--- src/sv/bmpu_pkg.sv ---
package bmpu_pkg;

   localparam int MAX_WIDTH  = 4096;
   localparam int MAX_HEIGHT = 4096;

   localparam int DIM_W     = 13;
   localparam int COL_W     = (MAX_WIDTH > 1) ? $clog2(MAX_WIDTH) : 1;
   localparam int ROW_W     = (MAX_HEIGHT > 1) ? $clog2(MAX_HEIGHT) : 1;
   localparam int IDX_W     = 24;
   localparam int IDX_FULL_W = ROW_W + COL_W + 2;
   localparam int CSR_IDX_W = 4;
   localparam int CSR_DATA_W = 32;
   localparam int RSP_DATA_W = IDX_W + 32;

   localparam int FMT_MASK_BIT = 0;
   localparam int FMT_WIDE_BIT = 1;

   localparam logic [1:0]  FMT_RESET    = 2'd2;
   localparam logic [31:0] MASK_BYTE3   = 32'hff00_0000;
   localparam logic [31:0] MASK_BYTE2   = 32'h00ff_0000;
   localparam logic [31:0] MASK_BYTE1   = 32'h0000_ff00;
   localparam logic [31:0] MASK_BYTE0   = 32'h0000_00ff;
   localparam logic [7:0]  CHAN_ABSENT  = 8'hff;

   localparam logic [1:0] SEL_BLUE  = 2'd0;
   localparam logic [1:0] SEL_GREEN = 2'd1;
   localparam logic [1:0] SEL_RED   = 2'd2;
   localparam logic [1:0] SEL_ALPHA = 2'd3;

   typedef enum logic [CSR_IDX_W-1:0] {
      REG_PIXEL_FORMAT = 4'd0,
      REG_RED_MASK     = 4'd1,
      REG_GREEN_MASK   = 4'd2,
      REG_BLUE_MASK    = 4'd3,
      REG_ALPHA_MASK   = 4'd4,
      REG_IMAGE_WIDTH  = 4'd5,
      REG_IMAGE_HEIGHT = 4'd6,
      REG_TOP_DOWN     = 4'd7
   } csr_index_type;

   typedef struct packed {
      logic       present;
      logic [1:0] sel;
   } chan_sel_type;

   typedef struct packed {
      logic             wide;
      logic             top_down;
      logic [COL_W:0]   width;
      logic [COL_W-1:0] width_m1;
      logic [ROW_W-1:0] height_m1;
      chan_sel_type     red;
      chan_sel_type     green;
      chan_sel_type     blue;
      chan_sel_type     alpha;
   } cfg_type;

   typedef struct packed {
      logic [3:0][7:0]  bytes;
      logic [ROW_W-1:0] dest_row;
      logic [COL_W-1:0] col;
      logic             last;
   } entry_type;

   function automatic chan_sel_type mask_sel(input logic [31:0] mask);
      chan_sel_type s;
      s.present = 1'b1;
      s.sel     = SEL_BLUE;
      case (mask)
         MASK_BYTE3: s.sel = SEL_ALPHA;
         MASK_BYTE2: s.sel = SEL_RED;
         MASK_BYTE1: s.sel = SEL_GREEN;
         MASK_BYTE0: s.sel = SEL_BLUE;
         default:    s.present = 1'b0;
      endcase
      return s;
   endfunction

   function automatic chan_sel_type fixed_sel(input logic [1:0] sel);
      chan_sel_type s;
      s.present = 1'b1;
      s.sel     = sel;
      return s;
   endfunction

endpackage

--- src/sv/bmpu_csr.sv ---
module bmpu_csr (
   input  logic                            clock,
   input  logic                            reset,
   input  logic                            csr_valid,
   output logic                            csr_ready,
   input  logic [bmpu_pkg::CSR_IDX_W-1:0]  csr_index,
   input  logic [bmpu_pkg::CSR_DATA_W-1:0] csr_data,
   output logic                            restart,
   output bmpu_pkg::cfg_type               cfg
);
   import bmpu_pkg::*;

   logic [1:0]       format_ff;
   logic [31:0]      red_mask_ff;
   logic [31:0]      green_mask_ff;
   logic [31:0]      blue_mask_ff;
   logic [31:0]      alpha_mask_ff;
   logic [DIM_W-1:0] width_ff;
   logic [DIM_W-1:0] height_ff;
   logic             top_down_ff;
   logic             wr;
   logic             wide;
   logic             masked;
   logic [COL_W:0]   width_c;
   logic [ROW_W:0]   height_c;
   chan_sel_type     red_s;
   chan_sel_type     green_s;
   chan_sel_type     blue_s;
   chan_sel_type     alpha_s;

   assign csr_ready = 1'b1;
   assign wr        = csr_valid && csr_ready;

   always_comb begin
      restart = 1'b0;
      if (wr) begin
         case (csr_index)
            REG_PIXEL_FORMAT, REG_RED_MASK, REG_GREEN_MASK, REG_BLUE_MASK,
            REG_ALPHA_MASK, REG_IMAGE_WIDTH, REG_IMAGE_HEIGHT, REG_TOP_DOWN: begin
               restart = 1'b1;
            end
            default: restart = 1'b0;
         endcase
      end
   end

   always_ff @(posedge clock) begin
      if (reset) begin
         format_ff     <= FMT_RESET;
         red_mask_ff   <= MASK_BYTE2;
         green_mask_ff <= MASK_BYTE1;
         blue_mask_ff  <= MASK_BYTE0;
         alpha_mask_ff <= '0;
         width_ff      <= DIM_W'(1);
         height_ff     <= DIM_W'(1);
         top_down_ff   <= 1'b0;
      end else begin
         if (wr) begin
            case (csr_index)
               REG_PIXEL_FORMAT: format_ff     <= csr_data[1:0];
               REG_RED_MASK:     red_mask_ff   <= csr_data;
               REG_GREEN_MASK:   green_mask_ff <= csr_data;
               REG_BLUE_MASK:    blue_mask_ff  <= csr_data;
               REG_ALPHA_MASK:   alpha_mask_ff <= csr_data;
               REG_IMAGE_WIDTH:  width_ff      <= csr_data[DIM_W-1:0];
               REG_IMAGE_HEIGHT: height_ff     <= csr_data[DIM_W-1:0];
               REG_TOP_DOWN:     top_down_ff   <= csr_data[0];
               default:          ;
            endcase
         end
      end
   end

   assign wide   = format_ff[FMT_WIDE_BIT];
   assign masked = format_ff[FMT_MASK_BIT];

   always_comb begin
      if (width_ff == '0)
         width_c = (COL_W+1)'(1);
      else if (32'(width_ff) > MAX_WIDTH)
         width_c = (COL_W+1)'(MAX_WIDTH);
      else
         width_c = (COL_W+1)'(width_ff);
      if (height_ff == '0)
         height_c = (ROW_W+1)'(1);
      else if (32'(height_ff) > MAX_HEIGHT)
         height_c = (ROW_W+1)'(MAX_HEIGHT);
      else
         height_c = (ROW_W+1)'(height_ff);
   end

   always_comb begin
      if (masked) begin
         red_s   = mask_sel(red_mask_ff);
         green_s = mask_sel(green_mask_ff);
         blue_s  = mask_sel(blue_mask_ff);
         alpha_s = mask_sel(alpha_mask_ff);
      end else begin
         red_s   = fixed_sel(SEL_RED);
         green_s = fixed_sel(SEL_GREEN);
         blue_s  = fixed_sel(SEL_BLUE);
         alpha_s = fixed_sel(SEL_ALPHA);
         alpha_s.present = wide;
      end
      // drop the fourth byte at 24 bpp
      if (!wide && red_s.sel == SEL_ALPHA)   red_s.present   = 1'b0;
      if (!wide && green_s.sel == SEL_ALPHA) green_s.present = 1'b0;
      if (!wide && blue_s.sel == SEL_ALPHA)  blue_s.present  = 1'b0;
      if (!wide && alpha_s.sel == SEL_ALPHA) alpha_s.present = 1'b0;
   end

   always_comb begin
      cfg.wide      = wide;
      cfg.top_down  = top_down_ff;
      cfg.width     = width_c;
      cfg.width_m1  = COL_W'(width_c - (COL_W+1)'(1));
      cfg.height_m1 = ROW_W'(height_c - (ROW_W+1)'(1));
      cfg.red       = red_s;
      cfg.green     = green_s;
      cfg.blue      = blue_s;
      cfg.alpha     = alpha_s;
   end

endmodule

--- src/sv/bmpu_front.sv ---
module bmpu_front (
   input  logic                clock,
   input  logic                reset,
   input  logic                req_tvalid,
   output logic                req_tready,
   input  logic [7:0]          req_tdata,
   input  logic                restart,
   input  bmpu_pkg::cfg_type   cfg,
   input  logic                full,
   output logic                push,
   output bmpu_pkg::entry_type push_data
);
   import bmpu_pkg::*;

   logic [1:0]       byte_ff, byte_in;
   logic [1:0]       pad_ff, pad_in;
   logic [COL_W-1:0] col_ff, col_in;
   logic [ROW_W-1:0] row_ff, row_in;
   logic [3:0][7:0]  bytes_ff, bytes_in;
   logic             take;
   logic             complete;
   logic [1:0]       last_byte;

   assign req_tready = !full;
   assign take       = req_tvalid && req_tready;
   assign last_byte  = cfg.wide ? 2'd3 : 2'd2;
   assign complete   = take && (pad_ff == '0) && (byte_ff >= last_byte);

   always_comb begin
      byte_in  = byte_ff;
      pad_in   = pad_ff;
      col_in   = col_ff;
      row_in   = row_ff;
      bytes_in = bytes_ff;
      if (take) begin
         if (pad_ff != '0) begin
            pad_in = pad_ff - 2'd1;
         end else begin
            bytes_in[byte_ff] = req_tdata;
            if (!complete) begin
               byte_in = byte_ff + 2'd1;
            end else begin
               byte_in = '0;
               if (col_ff != cfg.width_m1) begin
                  col_in = col_ff + COL_W'(1);
               end else begin
                  col_in = '0;
                  pad_in = cfg.wide ? 2'd0 : cfg.width[1:0];
                  row_in = (row_ff != cfg.height_m1) ? row_ff + ROW_W'(1) : '0;
               end
            end
         end
      end
      if (restart) begin
         byte_in = '0;
         pad_in  = '0;
         col_in  = '0;
         row_in  = '0;
      end
   end

   always_ff @(posedge clock) begin
      if (reset) begin
         byte_ff  <= '0;
         pad_ff   <= '0;
         col_ff   <= '0;
         row_ff   <= '0;
         bytes_ff <= '0;
      end else begin
         byte_ff  <= byte_in;
         pad_ff   <= pad_in;
         col_ff   <= col_in;
         row_ff   <= row_in;
         bytes_ff <= bytes_in;
      end
   end

   assign push = complete;

   always_comb begin
      push_data.bytes    = bytes_in;
      push_data.col      = col_ff;
      push_data.dest_row = cfg.top_down ? row_ff : cfg.height_m1 - row_ff;
      push_data.last     = (row_ff == cfg.height_m1) && (col_ff == cfg.width_m1);
   end

endmodule

--- src/sv/bmpu_queue.sv ---
module bmpu_queue (
   input  logic                clock,
   input  logic                reset,
   input  logic                push,
   input  bmpu_pkg::entry_type push_data,
   input  logic                pop,
   output bmpu_pkg::entry_type pop_data,
   output logic                empty,
   output logic                full
);
   import bmpu_pkg::*;

   entry_type  slot_ff [2];
   logic       wr_ptr_ff;
   logic       rd_ptr_ff;
   logic [1:0] count_ff;

   assign empty    = (count_ff == 2'd0);
   assign full     = (count_ff == 2'd2);
   assign pop_data = slot_ff[rd_ptr_ff];

   always_ff @(posedge clock) begin
      if (push) slot_ff[wr_ptr_ff] <= push_data;
   end

   always_ff @(posedge clock) begin
      if (reset) begin
         wr_ptr_ff <= 1'b0;
         rd_ptr_ff <= 1'b0;
         count_ff  <= 2'd0;
      end else begin
         if (push) wr_ptr_ff <= !wr_ptr_ff;
         if (pop)  rd_ptr_ff <= !rd_ptr_ff;
         case ({push, pop})
            2'b10:   count_ff <= count_ff + 2'd1;
            2'b01:   count_ff <= count_ff - 2'd1;
            default: count_ff <= count_ff;
         endcase
      end
   end

endmodule

--- src/sv/bmpu_back.sv ---
module bmpu_back (
   input  logic                               clock,
   input  logic                               reset,
   input  bmpu_pkg::cfg_type                  cfg,
   input  logic                               empty,
   input  bmpu_pkg::entry_type                pop_data,
   output logic                               pop,
   output logic                               rsp_tvalid,
   input  logic                               rsp_tready,
   output logic [bmpu_pkg::RSP_DATA_W-1:0]    rsp_tdata,
   output logic                               rsp_tlast
);
   import bmpu_pkg::*;

   logic                  valid_ff;
   logic [RSP_DATA_W-1:0] data_ff, data_in;
   logic                  last_ff;
   logic [IDX_FULL_W-1:0] idx_full;
   logic [7:0]            red, green, blue, alpha;

   function automatic logic [7:0] pick(input logic [3:0][7:0] b, input chan_sel_type s);
      return s.present ? b[s.sel] : CHAN_ABSENT;
   endfunction

   assign pop = !empty && (!valid_ff || rsp_tready);

   always_comb begin
      idx_full = IDX_FULL_W'(pop_data.dest_row) * IDX_FULL_W'(cfg.width)
               + IDX_FULL_W'(pop_data.col);
      red      = pick(pop_data.bytes, cfg.red);
      green    = pick(pop_data.bytes, cfg.green);
      blue     = pick(pop_data.bytes, cfg.blue);
      alpha    = pick(pop_data.bytes, cfg.alpha);
      data_in  = {alpha, blue, green, red, IDX_W'(idx_full)};
   end

   always_ff @(posedge clock) begin
      if (reset) begin
         valid_ff <= 1'b0;
      end else if (pop) begin
         valid_ff <= 1'b1;
      end else if (rsp_tready) begin
         valid_ff <= 1'b0;
      end
   end

   always_ff @(posedge clock) begin
      if (pop) begin
         data_ff <= data_in;
         last_ff <= pop_data.last;
      end
   end

   assign rsp_tvalid = valid_ff;
   assign rsp_tdata  = data_ff;
   assign rsp_tlast  = last_ff;

endmodule

--- src/sv/bmp_pixel_unpacker_unit.sv ---
// BMP pixel array unpacker, 24 or 32 bits per pixel.
// req_*: one byte of the pixel array per transfer, in file order, row padding included.
// rsp_*: one transfer per completed pixel: destination index (top row first) and
//    red, green, blue, alpha; rsp_tlast marks the final pixel of the image.
// csr_*: register writes (format, channel masks, width, height, top_down); a write to
//    any of these restarts the stream position. Write only while the block is idle.
//    csr_ready is always high.
// Throughput: one byte per cycle while the queue is not full; a pixel leaves every 3 or 4 bytes.
// Path: a pixel's final byte transfer pushes it from the front counter stage into a
//    2-entry queue; the back stage pops it, selects channels and computes the index
//    (one multiply) into the output register, which drives rsp_tvalid.
// Reset: counters clear, queue and output empty, registers take their defaults
//    (32 bpp plain, width and height 1, bottom-up).
// Stall: while rsp_tready is low the output holds; the queue takes up to two more
//    pixels, then req_tready drops until the output drains.
module bmp_pixel_unpacker_unit (
   input  logic                            clock,
   input  logic                            reset,
   input  logic                            req_tvalid,
   output logic                            req_tready,
   input  logic [7:0]                      req_tdata,  // [7:0] data_byte
   output logic                            rsp_tvalid,
   input  logic                            rsp_tready,
   // [23:0] pixel_index, [31:24] red, [39:32] green, [47:40] blue, [55:48] alpha
   output logic [bmpu_pkg::RSP_DATA_W-1:0] rsp_tdata,
   output logic                            rsp_tlast,  // last_pixel
   input  logic                            csr_valid,
   output logic                            csr_ready,
   input  logic [bmpu_pkg::CSR_IDX_W-1:0]  csr_index,
   input  logic [bmpu_pkg::CSR_DATA_W-1:0] csr_data
);
   import bmpu_pkg::*;

   cfg_type   cfg;
   entry_type push_data;
   entry_type pop_data;
   logic      restart;
   logic      push;
   logic      pop;
   logic      empty;
   logic      full;

   bmpu_csr u_csr (
      .clock     (clock),
      .reset     (reset),
      .csr_valid (csr_valid),
      .csr_ready (csr_ready),
      .csr_index (csr_index),
      .csr_data  (csr_data),
      .restart   (restart),
      .cfg       (cfg)
   );

   bmpu_front u_front (
      .clock      (clock),
      .reset      (reset),
      .req_tvalid (req_tvalid),
      .req_tready (req_tready),
      .req_tdata  (req_tdata),
      .restart    (restart),
      .cfg        (cfg),
      .full       (full),
      .push       (push),
      .push_data  (push_data)
   );

   bmpu_queue u_queue (
      .clock     (clock),
      .reset     (reset),
      .push      (push),
      .push_data (push_data),
      .pop       (pop),
      .pop_data  (pop_data),
      .empty     (empty),
      .full      (full)
   );

   bmpu_back u_back (
      .clock      (clock),
      .reset      (reset),
      .cfg        (cfg),
      .empty      (empty),
      .pop_data   (pop_data),
      .pop        (pop),
      .rsp_tvalid (rsp_tvalid),
      .rsp_tready (rsp_tready),
      .rsp_tdata  (rsp_tdata),
      .rsp_tlast  (rsp_tlast)
   );

endmodule

--- config.mk ---
export PLATFORM = sky130hd
export DESIGN_NAME = bmp_pixel_unpacker_unit
export DESIGN_NICKNAME = d
export VERILOG_FILES = /design/src/sv/bmpu_pkg.sv /design/src/sv/bmpu_csr.sv /design/src/sv/bmpu_front.sv /design/src/sv/bmpu_queue.sv /design/src/sv/bmpu_back.sv /design/src/sv/bmp_pixel_unpacker_unit.sv
export SDC_FILE = /design/constraint.sdc
export NUM_CORES = 1
export LEC_CHECK = 0
export BUFFER_PORTS_ARGS = -buffer_cell sky130_fd_sc_hd__buf_2
export CAP_MARGIN = 20
export CORE_ASPECT_RATIO = 1.2
export CORE_MARGIN = 2
export CORE_UTILIZATION = 55
export DETAILED_ROUTE_END_ITERATION = 8
export PLACE_DENSITY_LB_ADDON = 0.1
export SYNTH_ARGS = -nofsm -noshare
export SYNTH_HDL_FRONTEND = slang
export SYNTH_SLANG_ARGS = --single-unit
--- constraint.sdc ---
create_clock -name clock -period 7.78 [get_ports clock]
set_input_delay 1.556 -clock clock [delete_from_list [all_inputs] [get_ports clock]]
set_output_delay 1.556 -clock clock [all_outputs]
set_load 0.005 [all_outputs]
==> Word level (Yosys, flattened, before mapping) <==
Memories as Yosys holds them, arrays and structs flattened. A register that Yosys moved wholly into a read port is not among the register bits.
Index checks and enable logic that the tools add are counted.
{ "totals": {"reg_bits": 279, "ramBits": 114, "in_bits": 49, "out_inout_bits": 60, "wordCells": 178, "memories": 1} }
{ "classes": {"n_addsub": 10, "mul": 1, "n_lt_le_gt_ge": 9, "n_eq_ne": 35, "n_mux": 51, "bitwise_logic": 2, "reduce_logical": 43} }
{ "mem_list": {"columns": ["name", "words", "word_bits", "read_ports", "rd_clocked_by_memory_dff", "wr", "line_no", "text"], "rows": [
  ["u_queue.slot_ff", 2, 57, 1, 1, 1, "bmpu_queue.sv:13", "entry_type slot_ff [2];"]
]} }
{ "op_table": {"columns": ["op", "n"], "rows": [
  ["$eq 32x16->1 const B", 4],
  ["$eq 32x24->1 const B", 4],
  ["$eq 32x32->1 const B", 4],
  ["$eq 32x8->1 const B", 4],
  ["$bmux 8 s2", 4],
  ["$mux 32", 2],
  ["$mux 12", 5],
  ["$mux 8", 5],
  ["$bwmux 32", 1],
  ["$gt 13x13->1 const B", 2],
  ["$logic_not 13->1", 2],
  ["$mux 13", 2],
  ["$add 12x1->12 const B", 2],
  ["$add 24x12->24", 1],
  ["$eq 12x12->1", 2],
  ["$mul 12x13->24", 1],
  ["$ne 12x12->1", 2],
  ["$pmux 2 s3", 4],
  ["$sub 12x1->12 const B", 2],
  ["$reduce_and 2->1", 9],
  ["$mux 1", 17],
  ["$demux 8 s2", 1],
  ["$eq 4x3->1 const B", 4],
  ["$reduce_or 4->1", 4],
  ["24 further kinds", 63]
]} }

==> Depth between registers and ports, before layout <==
Gate-level depths: netlist of run 1.
{ "logic_depth": {"depth_word": 8, "ltp_mapped": 26, "depth_no_buf": 24} }

==> Modules after synthesis <==
Synthesis of run 1 repeated with hierarchy kept, for this count alone.
{ "unflattened": {"hier_cells": 2303, "hier_area_um2": 23151.0} }
{ "by_module_without_submodules": {"columns": ["mod", "n_inst", "cells_each", "area_per_inst_um2", "seq_area_each_um2"], "rows": [
  ["bmpu_back", 1, 807, 8365.5, 1731.7],
  ["bmpu_csr", 1, 917, 7071.8, 3143.0],
  ["bmpu_queue", 1, 199, 4307.9, 3523.4],
  ["bmpu_front", 1, 380, 3405.8, 1201.2]
]} }

==> Worst setup path before layout of run 1 <==
No wires, ideal clock.
{ "synth_path": {"kind": "register -> register", "from": "register with a tool-made name", "to": "register u_back.data_ff[23] (netlist: u_back.rsp_tdata[23]) (data pin)", "setup_time_ps": 259, "arrival_ps": 6921, "t_required_ps": 7521, "slack_ps": 600, "path_stages_with_launch": 26, "n_path_buf": 4, "period_less_slack_ps": 7180, "path_cell_list": "dfxtp_1 clkbuf_1 buf_1 clkbuf_1 buf_1 mux2i_1 nor2_1 fa_1 inv_1 fa_1 fa_1 inv_1 fa_1 inv_1 fa_1 inv_1 ha_1 nor3_1 o21ai_0 a31o_2 a21oi_1 o21ai_0 a211o_1 a21o_1 a21oi_1 xnor2_1"} }
{ "synth_lines": {"columns": ["element", "line_no", "text"], "rows": [
  ["end signal: assignment", "bmpu_back.sv:49", "data_ff <= data_in;"],
  ["end: declaration", "bmpu_back.sv:16", "logic [RSP_DATA_W-1:0] data_ff, data_in;"]
]} }

==> flow_summary.ini, run 1 <==
[global_routing]
gr-total-overflow = 0
grt_pass1_wl_mm = 87.5
grt_antenna_before_repair = 1
grt_usage_pct = 25.9
grt_pass1_vias = 17000
grt_max_degree = 105

[place]
place_area_mm2 = 0.0238
dpl.hpwl_mm = 39.8
gp_congestion = 0.951
port_buffers = 107

[floorplanning]
core_mm2 = 0.0407
dieArea_mm2 = 0.0429
die_h_um = 226
core.rowCount = 81
io_pins = 109
initial_core_util_pct = 55.6
die_w_um = 189

[critical_path]
r2r_end = u_back.rsp_tdata[23]
crit_fanout = 23
worst-r2r-cell-count = 21
cp-start-kind = flip-flop
crit_type = reg2reg
worstPathArrival_ps = 7310
r2r_slack_ps = 780
crit_path_end_kind = flip-flop
worstPathRequired_ps = 8090

[job]
cap_viol_max_count = 0

[drt]
num_vias = 16900
dr.max_layer_used = met5
ant_nets = 0
wl_met1_mm = 21.8
wl_per_cell_um = 18.6
via_per_inst = 5.68
detail_route.wirelength_mm = 55.3
drcViolationCount = 0
first_pass_iters = 5
wl_met2_mm = 28.4
met3WireLength_mm = 2.46
drt-initial-drc-count = 1110

[sta]
drv_slew = 0
rsz0062_at_grt = no
skew_ps = 20.2
setup_violations = 0
finalSetupTns_ps = 0
min_period_ps = 7000
worstMarginPinSlew_ps = 1050
relSlewSlack_pct = 29.4
fin_crit_sh_pct = 90.0
holdWs_ps = 471
fmax_mhz = 143
hold_viol_final = 0

[final_layout]
fillers = 3468
area_growth_pct = 11.0
nets = 2661
drive_gt1_share_pct = 12.3
design_area_mm2 = 0.0252
seqCellArea_mm2 = 0.00960
multi_input_area_mm2 = 0.0120
n_antenna_cell = 0

[pwr]
pwr-share-seq_pct = 45.9
internal_power_mw = 3.72
p_sw_share_pct = 26.9
clkPwrFrac_pct = 38.3
p_sw_mw = 1.37
combPwrFrac_pct = 15.8
p_leak_nw = 10.1
finalPower_mw = 5.09
ir_worst_vdd_mv = 0.243
power_density_mw_per_mm2 = 202

[synth]
synth_top_flop_cell = dfxtp_1
yosys_warnings = 0
synth_edf_count = 171
async_flop_share_pct = 0
synth_area_mm2 = 0.0227
seq_area_frac_synth_pct = 42.4
syn_inst = 2321
syn_area_per_cell_um2 = 9.76
yosysUniqueCellTypes = 67
synth_nets = 2580
synth-seq-cells = 394

[min_path]
hold_start = u_csr.green_mask_ff[30]
whs_endpoint = u_csr.green_mask_ff[30]
hp-class = reg2reg
hold_depth = 2

[clock_network]
clockRootBuffer = clkbuf_16
insertion_delay_ps = 560
cts_tree = done
clk_path_buf_depth = 3
cts-htree-levels = 2
path_clk_slew_ps = 60
cts-resized-gates = 0
cts.sinks = 394
cts_setup_buffers = 0
cts_hold_buffers = 0
numCtsBuffers = 41

[run_status]
status = finished clean
## stage by stage
step                setup slack (ps)  std cells  utilization [%]
floorplan                        600       2321                -
global placement                1070       2891             58.2
detailed placement               819       2895             58.3
CTS                              822       2970             61.6
global route                     564       2973             61.7
finish                           779       2973             61.7
## how the worst max path moves through the flow
stage,end,depth (start not counted)
3_5_place_dp,u_back.rsp_tdata[23],21
5_1_grt,u_back.rsp_tdata[23],21
3_3_place_gp,u_back.rsp_tdata[23],21
2_1_floorplan,u_back.rsp_tdata[23],25
6_report,u_back.rsp_tdata[23],21
4_1_cts,u_back.rsp_tdata[23],21
## worst max-delay path, stage by stage, from the launching register on
cell and delay [ps]:
dfxtp_4 540, mux2i_1 780, nor2_1 180, fa_1 570, inv_1 50, fa_1 450
fa_1 530, inv_1 60, fa_1 530, inv_1 50, fa_1 470, inv_1 40
ha_1 220, nor3_1 330, o211ai_1 190, a31o_2 290, a21oi_1 400, o21ai_0 250
a211o_1 330, a21o_1 180, a21oi_1 200, xnor2_1 90
## power by group through the flow
stage | sequential [mW] | clock, mW | combinational (mW)
floorplan | 2.37 | 0 | 0.500
global placement | 2.38 | 0 | 0.783
detailed placement | 2.38 | 0 | 0.801
CTS | 2.34 | 1.99 | 0.805
global route | 2.35 | 2.06 | 0.891
finish | 2.34 | 1.95 | 0.802
## per-layer routing
| metal | track usage, % | vias to the layer above |
|---|---|---|
| met4 | 12.2 | 2 |
| met5 | 0 | - |
| met1 | 29.6 | 8205 |
| met2 | 47.8 | 468 |
| li1 | - | 8065 |
| met3 | 3.58 | 155 |
## kinds of logic (layout without fill, tap and decap cells)
kind of cell	Yosys count	count (layout)	synth area share (%)
adder cells (fa/ha/maj)	210	210	15.6
buffers and inverters	297	410	5.00
flip-flops	394	394	42.4
other	1	1	0.0165
multiplexers	154	154	8.41
AO/OA/AOI/OAI	265	265	7.00
XOR/XNOR	68	68	2.63
AND/OR/NAND/NOR	932	932	19.0
## flip-flops by register name, summed over array words and instances, names as in the netlist, 12 cells and up, named ones only
register	count
u_front.col_ff	12
u_front.row_ff	12
u_csr.height_ff	13
u_csr.alpha_mask_ff	32
u_csr.green_mask_ff	32
u_csr.red_mask_ff	32
u_front.bytes_ff	32
u_queue.slot_ff	114
u_csr.blue_mask_ff	32
u_back.rsp_tdata	56
u_csr.width_ff	13
## synthesized netlist by cell type (all sizes together) (10+ instances only)
library cell	count	share of area, %
a21oi	145	3.2
and3	10	0.28
buf	19	0.40
clkbuf	81	1.3
dfxtp	223	20
edfxtp	171	23
fa	121	11
ha	89	4.9
inv	197	3.3
mux2	51	2.5
mux2i	79	3.5
mux4	24	2.4
nand2	451	7.5
nand2b	12	0.33
nand3	43	0.95
nand3b	28	0.93
nand4	49	1.4
nor2	171	2.8
nor2b	59	1.6
nor3	29	0.64
nor4	35	1.1
o21ai	44	0.97
or3	10	0.28
or4	12	0.43
xnor2	44	1.7
xor2	24	0.93
## layout make-up
class                      count  share of cell area (%)
multi-input combinational   1630                    47.6
sequential                   394                    38.2
clock buffer                  56                    4.71
timing repair buffer         138                    3.34
inverter                     197                    2.94
tap                          539                    2.68
clock inverter                19                   0.582
## cell usage in the layout, fill, tap and decap left out, types with 46 or more instances in the layout
cell type  count
nand4_1       48
a21oi_1      145
ha_1          89
mux2i_1       79
inv_1        197
nand2_1      451
dfxtp_1      222
edfxtp_1     171
fa_1         121
buf_2        106
mux2_2        51
nor2b_1       59
nor2_1       170
clkbuf_16     46
No activity file was read; power rests on OpenSTA's default activity.
==> run 2, diff against run 1 <==
--- a/config.mk
+++ b/config.mk
@@ -10,6 +10,7 @@
 export CORE_ASPECT_RATIO = 1.2
 export CORE_MARGIN = 2
 export CORE_UTILIZATION = 55
+export CTS_BUF_LIST = sky130_fd_sc_hd__clkbuf_16
 export DETAILED_ROUTE_END_ITERATION = 8
 export PLACE_DENSITY_LB_ADDON = 0.1
 export SYNTH_ARGS = -nofsm -noshare
==> constraint.sdc (replaced) <==
create_clock -name clock -period 8.1 [get_ports clock]
set_input_delay 1.62 -clock clock [delete_from_list [all_inputs] [get_ports clock]]
set_output_delay 1.62 -clock clock [all_outputs]
set_load 0.005 [all_outputs]
==> flow_summary.ini, run 2 (synthesized netlist as in run 1, its figures left out) <==
[sta]
relSlewSlack_pct = 31.9
setup_violations = 0
fin_crit_sh_pct = 82.8
finalSetupTns_ps = 0
drv_slew = 0
worstMarginPinSlew_ps = 1020
fmax_mhz = 149
min_period_ps = 6710
skew_ps = 21.9
hold_viol_final = 0
rsz0062_at_grt = no

[final_layout]
post-route-util_pct = 61.3
area_growth_pct = 10.2
largest_register_ffs = 114
fillers = 3480
seqCellArea_mm2 = 0.00960
nets = 2656
final_common_cell = nand2_1
drive_gt1_share_pct = 11.6
mostFrequentLayoutCells = nand2_1 (451), dfxtp_1 (222), inv_1 (203)
multi_input_area_mm2 = 0.0120
regMostFlops = u_queue.slot_ff
design_area_mm2 = 0.0250
n_antenna_cell = 0

[critical_path]
cp_cell_sequence = mux2i_1, nor2_1, fa_1, inv_1, fa_1, fa_1, inv_1, fa_1, inv_1, fa_1, inv_1, ha_1, nor3_1, o21ai_0, a31o_2, a21oi_1, o21ai_0, a211o_1, a21o_1, a21oi_1, xnor2_1
cp-start-kind = flip-flop
worstPathArrival_ps = 7010
crit_fanout = 23
crit_top_cell = fa_1
r2r_slack_ps = 1390
cp_slowest_cell = mux2i_1
crit_type = reg2reg
crit_path_end_kind = flip-flop
cpPeakStageDelay_ps = 680
worstPathRequired_ps = 8400

[floorplanning]
core.rowCount = 81
die_w_um = 189
io_pins = 109
core_mm2 = 0.0407
initial_core_util_pct = 55.6
dieArea_mm2 = 0.0429
die_h_um = 226

[drt]
first_pass_iters = 6
num_vias = 16900
detail_route.wirelength_mm = 55.5
via_per_inst = 5.70
ant_nets = 0
drcViolationCount = 0
dr.max_layer_used = met5
met3WireLength_mm = 2.68
wl_met2_mm = 28.7
drt-initial-drc-count = 1182
wl_per_cell_um = 18.8
wl_met1_mm = 21.6

[pwr]
ir_worst_vdd_mv = 0.179
finalPower_mw = 4.84
p_leak_nw = 10.0
power_density_mw_per_mm2 = 194

[global_routing]
grt_antenna_before_repair = 2
grt_max_degree = 91
grt_pass1_vias = 16900
grt_pass1_wl_mm = 88.1
gr-total-overflow = 0
grt_usage_pct = 26.1

[clock_network]
cts_hold_buffers = 0
cts-resized-gates = 0
insertion_delay_ps = 560
cts-htree-levels = 2
clk_path_buf_depth = 3
path_clk_slew_ps = 60
cts.sinks = 394
cts_setup_buffers = 0
cts_tree = done
numCtsBuffers = 40
clockRootBuffer = clkbuf_16

[place]
gp_congestion = 0.965
dpl.hpwl_mm = 40.0
port_buffers = 107
place_area_mm2 = 0.0238

[job]
cap_viol_max_count = 0

[min_path]
hp-class = reg2reg
hold_start = u_csr.green_mask_ff[30]

[run_status]
status = finished clean
==> run 2: cell types whose count changed in the layout (fill, tap and decap cells not counted), moves of 2 or more <==
cell,previous run,this run
clkbuf_1,8,0
clkbuf_8,4,0
inv_1,197,203
inv_6,4,2
buf_4,25,20
clkinv_2,8,3
buf_16,0,2
clkbuf_16,46,42
clkinv_1,1,9
==> run 2: critical path: cells and delay by family, from the launching register on <==
kind                       cells  cell delay, ps
adders and majority gates      6            2840
AOI/OAI and AO/OA              7            1690
muxes                          1             680
DFF                            1             550
and+or+nand+nor                2             400
buffers and inverters          4             180
xor gates and xnor gates       1              90
==> run 2: layer usage <==
layer | track usage [%] | up-vias
met5 | 0 | -
met4 | 12.3 | 4
met3 | 4.12 | 166
met2 | 47.8 | 468
met1 | 29.8 | 8219
li1 | - | 8034
==> run 2: cell type report <==
type	instances	area share, %
clock buffers	41	4.11
repair buffers	134	3.31
inverters	197	2.96
flip-flops and latches	394	38.4
well taps	539	2.70
clock inverters	26	0.551
multi-input cells	1630	47.9
==> run 2: stage by stage <==
stage	hold slack, ps	instances	setup slack (ps)
3_3_place_gp	454	2886	1470
4_1_cts	468	2959	1380
2_1_floorplan	424	2321	920
6_report	467	2961	1390
5_1_grt	496	2961	1050
3_5_place_dp	461	2892	1360
==> run 2: where the power goes <==
part | internal, mW | switching [mW]
logic | 0.354 | 0.535
registers | 2.21 | 0.0455
clock network | 0.918 | 0.780
total | 3.48 | 1.36
==> run 2: worst paths after layout <==
kind / endpoint / depth (start not counted)
worst min-delay path: u_csr.green_mask_ff[30] / 2
worst max-delay path: u_back.rsp_tdata[23] / 21
worst min register to register: u_csr.green_mask_ff[30] / 2
worst max register to register: u_back.rsp_tdata[23] / 21
